## config.mk

```make
export PLATFORM = sky130hd
export DESIGN_NAME = euckr_hangul_initial_extract
export DESIGN_NICKNAME = d
export VERILOG_FILES = /design/src/rtl/ekr_pkg.sv /design/src/rtl/ekr_decode.sv /design/src/rtl/ekr_out_fifo.sv /design/src/rtl/euckr_hangul_initial_extract.sv
export SDC_FILE = /design/constraint.sdc
export NUM_CORES = 1
export LEC_CHECK = 0
export BUFFER_PORTS_ARGS = -buffer_cell sky130_fd_sc_hd__clkbuf_2
export CAP_MARGIN = 0
export CORE_UTILIZATION = 40
export CTS_BUF_LIST = sky130_fd_sc_hd__clkbuf_4 sky130_fd_sc_hd__clkbuf_8 sky130_fd_sc_hd__clkbuf_16
export CTS_CLUSTER_DIAMETER = 100
export DETAILED_ROUTE_END_ITERATION = 8
export SLEW_MARGIN = 30
export SYNTH_ARGS = -nofsm -noshare
export SYNTH_HDL_FRONTEND = slang
export SYNTH_SLANG_ARGS = --single-unit
```

## constraint.sdc

```tcl
create_clock -name clk -period 3.43 [get_ports clk]
set_clock_uncertainty 0.05 [all_clocks]
set_input_delay 0.5145 -clock clk [delete_from_list [all_inputs] [get_ports clk]]
set_output_delay 0.5145 -clock clk [all_outputs]
set_load 0.01 [all_outputs]
```

## src/rtl/ekr_pkg.sv

```systemverilog
// ----------------------------------------------------------------------------
// ekr_pkg
// shared types, constants and the initial-consonant lookup for the
// euc-kr hangul initial extractor
// ----------------------------------------------------------------------------
package ekr_pkg;

  localparam int unsigned JAMO_RANGES = 19;
  localparam int unsigned FIFO_DEPTH  = 4;
  localparam int unsigned PTR_W       = $clog2(FIFO_DEPTH);
  localparam int unsigned CNT_W       = $clog2(FIFO_DEPTH + 1);

  localparam logic [7:0] HIGH_BIT_MIN = 8'h80;
  localparam logic [7:0] LEAD_MIN     = 8'hb0;
  localparam logic [7:0] LEAD_MAX     = 8'hc8;
  localparam logic [7:0] TRAIL_MIN    = 8'ha1;
  localparam logic [7:0] TRAIL_MAX    = 8'hfe;
  localparam logic [7:0] NO_LEAD      = 8'h00;
  localparam logic [7:0] NUL_BYTE     = 8'h00;

  // number of result bytes one input byte produces
  typedef enum logic [1:0] {
    EMIT_NONE = 2'd0,
    EMIT_ONE  = 2'd1,
    EMIT_TWO  = 2'd2
  } emit_cnt_t;

  // what the decoder hands to the output queue
  typedef struct packed {
    emit_cnt_t  cnt;
    logic [7:0] first_byte;
    logic [7:0] second_byte;
  } push_t;

  typedef struct packed {
    logic [7:0] data;
    logic       last;
  } out_entry_t;

  localparam logic [15:0] RANGE_START [JAMO_RANGES] = '{
    16'hb0a1, 16'hb1ee, 16'hb3aa, 16'hb4d9, 16'hb5fb, 16'hb6f3, 16'hb8b6,
    16'hb9d9, 16'hbafc, 16'hbbe7, 16'hbdce, 16'hbec6, 16'hc0da, 16'hc2a5,
    16'hc2f7, 16'hc4ab, 16'hc5b8, 16'hc6c4, 16'hc7cf
  };

  localparam logic [15:0] JAMO_CODE [JAMO_RANGES] = '{
    16'ha4a1, 16'ha4a2, 16'ha4a4, 16'ha4a7, 16'ha4a8, 16'ha4a9, 16'ha4b1,
    16'ha4b2, 16'ha4b3, 16'ha4b5, 16'ha4b6, 16'ha4b7, 16'ha4b8, 16'ha4b9,
    16'ha4ba, 16'ha4bb, 16'ha4bc, 16'ha4bd, 16'ha4be
  };

  // starts ascend, so the last range whose start is reached wins
  function automatic logic [15:0] map_initial(input logic [15:0] code);
    logic [15:0] res;
    res = code;
    for (int i = 0; i < JAMO_RANGES; i++) begin
      if (code >= RANGE_START[i]) begin
        res = JAMO_CODE[i];
      end
    end
    return res;
  endfunction

endpackage

```

## src/rtl/ekr_decode.sv

```systemverilog
// ----------------------------------------------------------------------------
// ekr_decode
// per-byte decode: lead tracking, two-byte code forming and jamo mapping
// ----------------------------------------------------------------------------
module ekr_decode (
  input  logic          [7:0] byte_in,
  input  logic                sos,
  input  logic          [7:0] pending_lead,
  output logic          [7:0] pending_lead_next,
  output ekr_pkg::push_t      push
);
  import ekr_pkg::*;

  logic [7:0]  lead_eff;
  logic [15:0] code;
  logic        in_window;

  assign lead_eff  = sos ? NO_LEAD : pending_lead;
  assign in_window = (lead_eff >= LEAD_MIN) && (lead_eff <= LEAD_MAX) &&
                     (byte_in >= TRAIL_MIN) && (byte_in <= TRAIL_MAX);

  always_comb begin
    code = {lead_eff, byte_in};
    if (in_window) begin
      code = map_initial({lead_eff, byte_in});
    end
  end

  always_comb begin
    pending_lead_next = NO_LEAD;
    push.cnt          = EMIT_NONE;
    push.first_byte   = byte_in;
    push.second_byte  = code[7:0];
    if (byte_in < HIGH_BIT_MIN) begin
      // ascii drops any lead; nul emits nothing
      if (byte_in != NUL_BYTE) begin
        push.cnt = EMIT_ONE;
      end
    end else if (lead_eff == NO_LEAD) begin
      pending_lead_next = byte_in;
    end else begin
      push.cnt        = EMIT_TWO;
      push.first_byte = code[15:8];
    end
  end

endmodule

```

## src/rtl/ekr_out_fifo.sv

```systemverilog
// ----------------------------------------------------------------------------
// ekr_out_fifo
// small output queue taking up to two bytes per cycle, giving one per cycle while not stalled
// ----------------------------------------------------------------------------
module ekr_out_fifo (
  input  logic                clk,
  input  logic                rst,
  input  logic                push_en,
  input  ekr_pkg::push_t      push,
  output logic                room,
  output logic                out_valid,
  input  logic                out_stall,
  output logic          [7:0] out_byte,
  output logic                last_of_run
);
  import ekr_pkg::*;

  out_entry_t             mem [FIFO_DEPTH];
  logic       [PTR_W-1:0] wr_ptr;
  logic       [PTR_W-1:0] wr_ptr_next;
  logic       [PTR_W-1:0] rd_ptr;
  logic       [CNT_W-1:0] count;
  logic       [CNT_W-1:0] count_next;
  logic       [1:0]       n_push;
  logic                   pop;
  out_entry_t             e0;
  out_entry_t             e1;

  assign room      = count <= CNT_W'(FIFO_DEPTH - 2);
  assign out_valid = count != '0;
  assign pop       = out_valid && !out_stall;
  assign n_push    = push_en ? push.cnt : EMIT_NONE;

  assign e0.data = push.first_byte;
  assign e0.last = push.cnt != EMIT_TWO;
  assign e1.data = push.second_byte;
  assign e1.last = 1'b1;

  assign wr_ptr_next = wr_ptr + PTR_W'(1);
  assign count_next  = count + CNT_W'(n_push) - CNT_W'(pop);

  always_ff @(posedge clk) begin
    if (rst) begin
      wr_ptr <= '0;
      rd_ptr <= '0;
      count  <= '0;
    end else begin
      wr_ptr <= wr_ptr + PTR_W'(n_push);
      if (pop) begin
        rd_ptr <= rd_ptr + PTR_W'(1);
      end
      count <= count_next;
    end
  end

  always_ff @(posedge clk) begin
    if (n_push != EMIT_NONE) begin
      mem[wr_ptr] <= e0;
    end
    if (n_push == EMIT_TWO) begin
      mem[wr_ptr_next] <= e1;
    end
  end

  assign out_byte    = mem[rd_ptr].data;
  assign last_of_run = mem[rd_ptr].last;

endmodule

```

## src/rtl/euckr_hangul_initial_extract.sv

```systemverilog
// ----------------------------------------------------------------------------
// euckr_hangul_initial_extract
// euc-kr byte stream filter that replaces each hangul syllable by the
// compatibility jamo of its initial consonant
// ----------------------------------------------------------------------------
//
//  channel | signals                              | direction
//  --------+--------------------------------------+----------
//  in      | in_valid, in_stall, in_byte,         | in
//          | start_of_string                      |
//  out     | out_valid, out_stall, out_byte,      | out
//          | last_of_run                          |
//
// one input byte is taken per cycle unless stalled; a transfer on the input lands
// in an input register, is decoded from there and its 0..2 result bytes are
// written into a four-entry output queue once it has room. the queue gives
// one byte per cycle unless the output stalls.
// input stalls only while the queue has fewer than two free entries.
// synchronous active-high reset clears the lead byte, stage and queue.
module euckr_hangul_initial_extract (
  input  logic       clk,
  input  logic       rst,
  input  logic       in_valid,
  output logic       in_stall,
  input  logic [7:0] in_byte,
  input  logic       start_of_string,
  output logic       out_valid,
  input  logic       out_stall,
  output logic [7:0] out_byte,
  output logic       last_of_run
);
  import ekr_pkg::*;

  // input register stage
  logic       s1_valid;
  logic [7:0] s1_byte;
  logic       s1_sos;

  // lead byte waiting for its trail; zero means none
  logic [7:0] pending_lead;
  logic [7:0] pending_lead_next;

  push_t      push;
  logic       room;
  logic       advance;
  logic       in_xfer;

  // stage moves into the queue only when two entries are free
  assign advance  = s1_valid && room;
  assign in_stall = s1_valid && !room;
  assign in_xfer  = in_valid && !in_stall;

  always_ff @(posedge clk) begin
    if (rst) begin
      s1_valid     <= 1'b0;
      pending_lead <= NO_LEAD;
    end else begin
      if (in_xfer) begin
        s1_valid <= 1'b1;
      end else if (advance) begin
        s1_valid <= 1'b0;
      end
      if (advance) begin
        pending_lead <= pending_lead_next;
      end
    end
  end

  // payload, no reset needed
  always_ff @(posedge clk) begin
    if (in_xfer) begin
      s1_byte <= in_byte;
      s1_sos  <= start_of_string;
    end
  end

  ekr_decode u_decode (
    .byte_in           (s1_byte),
    .sos               (s1_sos),
    .pending_lead      (pending_lead),
    .pending_lead_next (pending_lead_next),
    .push              (push)
  );

  ekr_out_fifo u_out_fifo (
    .clk         (clk),
    .rst         (rst),
    .push_en     (advance),
    .push        (push),
    .room        (room),
    .out_valid   (out_valid),
    .out_stall   (out_stall),
    .out_byte    (out_byte),
    .last_of_run (last_of_run)
  );

endmodule

```

==> run_results.csv <==
group,metric,value,unit
outcome,outcome,"completed",
synth,synth_edf_count,41,
placed_design,portBuffers,23,
sta,rsz0062_at_grt,"false",
synth,synth-main-ff-cell,"edfxtp_1",
setup_path,endpoint_kind,"flop",
placed_design,dp_hpwl,8640,µm
final_layout,fill_cells,940,
setup_path,r2r_cells,6,
sta,finalHoldViolCount,0,
routing,routed_wl,11700,µm
final_layout,finalNetCount,460,
clocking,cts_resized,0,
clocking,cts_buffers,9,
sta,max_freq,0.326,GHz
routing,drc,0,
sta,min_period,3.07,ns
grt,gr-total-overflow,0,
synth,synthesis.area,0.00405,mm²
setup_path,slowest_delay,0.55,ns
synth,ys_types,76,
clocking,htree_num_levels,3,
final_layout,post_route_cells_drive_above_1_share,18.6,%
clocking,cts.sinks,63,
sta,tightest_slew,0.840,ns
die,die_area,0.0105,mm²
final_layout,area_delta_synth_final,9.95,%
synth,synth_warnings,0,
die,initial_core_util,41.4,%
grt,grt_pass1_vias,3355,
pwr,power_density,485,mW/mm²
sta,slew-limit-headroom,43.6,%
final_layout,mostFrequentLayoutCells,"41 x edfxtp_1, 38 x nor2_1, 34 x nand2_1",
placed_design,gp_congestion,1.01,
setup_path,critPathKind,"reg2reg",
grt,grt_antenna_before_repair,0,
setup_path,path_cells,"buf_4, or4_1, o41ai_1, a21oi_1, nand3b_1, nand2_1",
routing,num_vias,3619,
setup_path,critPathLaunch,"s1_byte[5]",
sta,slew_viol_final,0,
synth,syn-num-nets,449,
clocking,tritoncts,"done",
clocking,post-cts-setup-buffers,0,
die,core-area,0.00977,mm²
synth,avgSynthCellArea,9.40,µm²
hold_path,min-delay-start,"in_byte[2]",
setup_path,r2r-start,"s1_byte[5]",
hold_path,min_path_cells,1,
routing,drtAntennaViolNets,0,
clocking,clk_latency,0.35,ns
synth,synth_cells,431,
clocking,cts_root_buf,"clkbuf_8",
die,rows,36,
clocking,cts_hold_buffers,0,
routing,avgRoutedWirePerCell,20.2,µm
job,cap_viol_max_count,0,
die,io_pins,24,
setup_path,r2r_setup_slack,0.36,ns
placed_design,dp_cells,564,
pwr,vdd_ir_drop_max,365,µV
hold_path,worstHoldPathType,"in2reg",
synth,yosys_register_bits,63,
final_layout,instances_no_fill,580,
setup_path,cp_max_fo,12,
grt,grt_first_pass_wirelength,18400,µm
pwr,p_leak,1.58,nW
synth,yosysSeqAreaShare,41.3,%
final_layout,final_common_cell,"edfxtp_1",
sta,tns,0,ns
grt,grt_max_degree,27,
setup_path,cpMaxStageDelayCell,"or4_1",
setup_path,crit_required,3.40,ns
clocking,clk_pin_slew,0.07,ns
synth,synthArstFlopShare,0,%
clocking,cts.path.max_buffers,2,
die,die_x,103,µm
grt,grt_usage,23.4,%
setup_path,cp-start-kind,"flop",
sta,fin_crit_sh,89.4,%
sta,setup_viol,0,
hold_path,min_to,"s1_byte[2]",
die,die_y,103,µm
routing,vias_per_cell,6.24,
routing,drt_iter0_drc,490,
final_layout,n_antenna_cell,0,
routing,drt_pass1_iterations,5,
setup_path,r2r_end,"u_out_fifo.mem[2][3]",
setup_path,crit_arrival,3.03,ns
[routing by layer]
metal | vias to the layer above | track usage, % | part of all wire (%)
met4 | 0 | 7.25 | 1.9
met2 | 213 | 37.7 | 47
met5 | - | 0 | 0
li1 | 1667 | - | -
met1 | 1713 | 31.5 | 43
met3 | 26 | 4.95 | 7.8
[through the flow]
stage                     util (%)  power, W  hold slack [ns]  instance area [µm²]  worst slack (ns)
after floorplan                  -   0.00144            0.385                 4050             0.844
after global placement        43.9   0.00162            0.411                 4290             0.522
after detailed placement      43.9   0.00163            0.419                 4290             0.439
after CTS                     45.6   0.00218            0.278                 4450             0.413
after global routing          45.6   0.00229            0.272                 4450            0.0694
final                         45.6   0.00216            0.292                 4450             0.365
[synthesized netlist by cell type, types with 3 or more instances]
cell       count  area [µm²]
o211ai_1       4        30.0
a31oi_1        7        43.8
dfxtp_1       22         440
and2_1         5        31.3
xnor2_1        5        43.8
nand3b_1       3        22.5
o211a_1        3        30.0
nor2_1        38         143
nor2b_1       12        75.1
edfxtp_1      41        1230
ha_1           4        50.1
o21ai_0       27         135
a21oi_1       22         110
mux4_2         9         203
o2bb2ai_1      5        43.8
buf_1          3        11.3
clkbuf_1      22        82.6
nand3_1        8        40.0
and3_1         3        18.8
nand2b_1       4        25.0
inv_1         15        56.3
buf_2         15        75.1
or3_1          3        18.8
nor3_1         8        40.0
or2_2          3        18.8
o311a_1        4        40.0
o22ai_1       21         131
a211oi_1       3        22.5
o32ai_1        4        35.0
nand4_1        7        43.8
a22oi_1       10        75.1
nor4_1         6        37.5
nand2_1       34         128
[cell type report]
type / instances / area, µm² / area share, %
Tap cell: 133 / 166 / 3.74
Clock inverter: 7 / 40.0 / 0.899
Sequential cell: 63 / 1670 / 37.5
Multi-Input combinational cell: 310 / 2130 / 47.8
Clock buffer: 9 / 124 / 2.78
Timing Repair Buffer: 43 / 265 / 5.96
Inverter: 15 / 56.3 / 1.26
[report_power, final]
part	switching (W)	internal [W]	leakage [nW]	total (W)
clock	0.000286	0.000254	0.0846	0.000540
combinational	0.000339	0.000286	0.897	0.000625
sequential	0.000105	0.000891	0.603	0.000996
total	0.000730	0.00143	1.58	0.00216
[sequential cells by signal (all words and copies together) (netlist names), named ones only]
signal             count
u_out_fifo.mem        36
pending_lead           8
s1_byte                8
u_out_fifo.count       3
u_out_fifo.rd_ptr      2
u_out_fifo.wr_ptr      2
s1_sos                 1
s1_valid               1
[how the worst max path moves through the flow]
stage / to / slack (ns) / cells after the start
6_report: u_out_fifo.mem[2][3] / 0.36 / 6
3_5_place_dp: u_out_fifo.mem[2][8] / 0.44 / 6
3_3_place_gp: u_out_fifo.mem[1][2] / 0.52 / 8
2_1_floorplan: u_out_fifo.count[2] / 0.84 / 10
5_1_grt: u_out_fifo.mem[3][6] / 0.07 / 8
4_1_cts: u_out_fifo.mem[2][3] / 0.41 / 6
[logic make-up (layout without fill, tap and decap cells)]
logic type	after synthesis	in the layout	synth area share, %
buffers and inverters	58	74	6.15
and+or+nand+nor	150	150	20.0
adders and majority gates	5	5	1.73
muxes	10	10	5.25
AOI/OAI and AO/OA	139	139	24.3
DFF	63	63	41.3
xor gates and xnor gates	6	6	1.30
[worst max-delay path, delay by kind of cell (launching register included)]
family	cells	cell delay, ns
simple gates	3	1.30
compound gates	2	0.62
flops	1	0.53
buf+inv	1	0.24
Power figures use the tool's default switching activity.
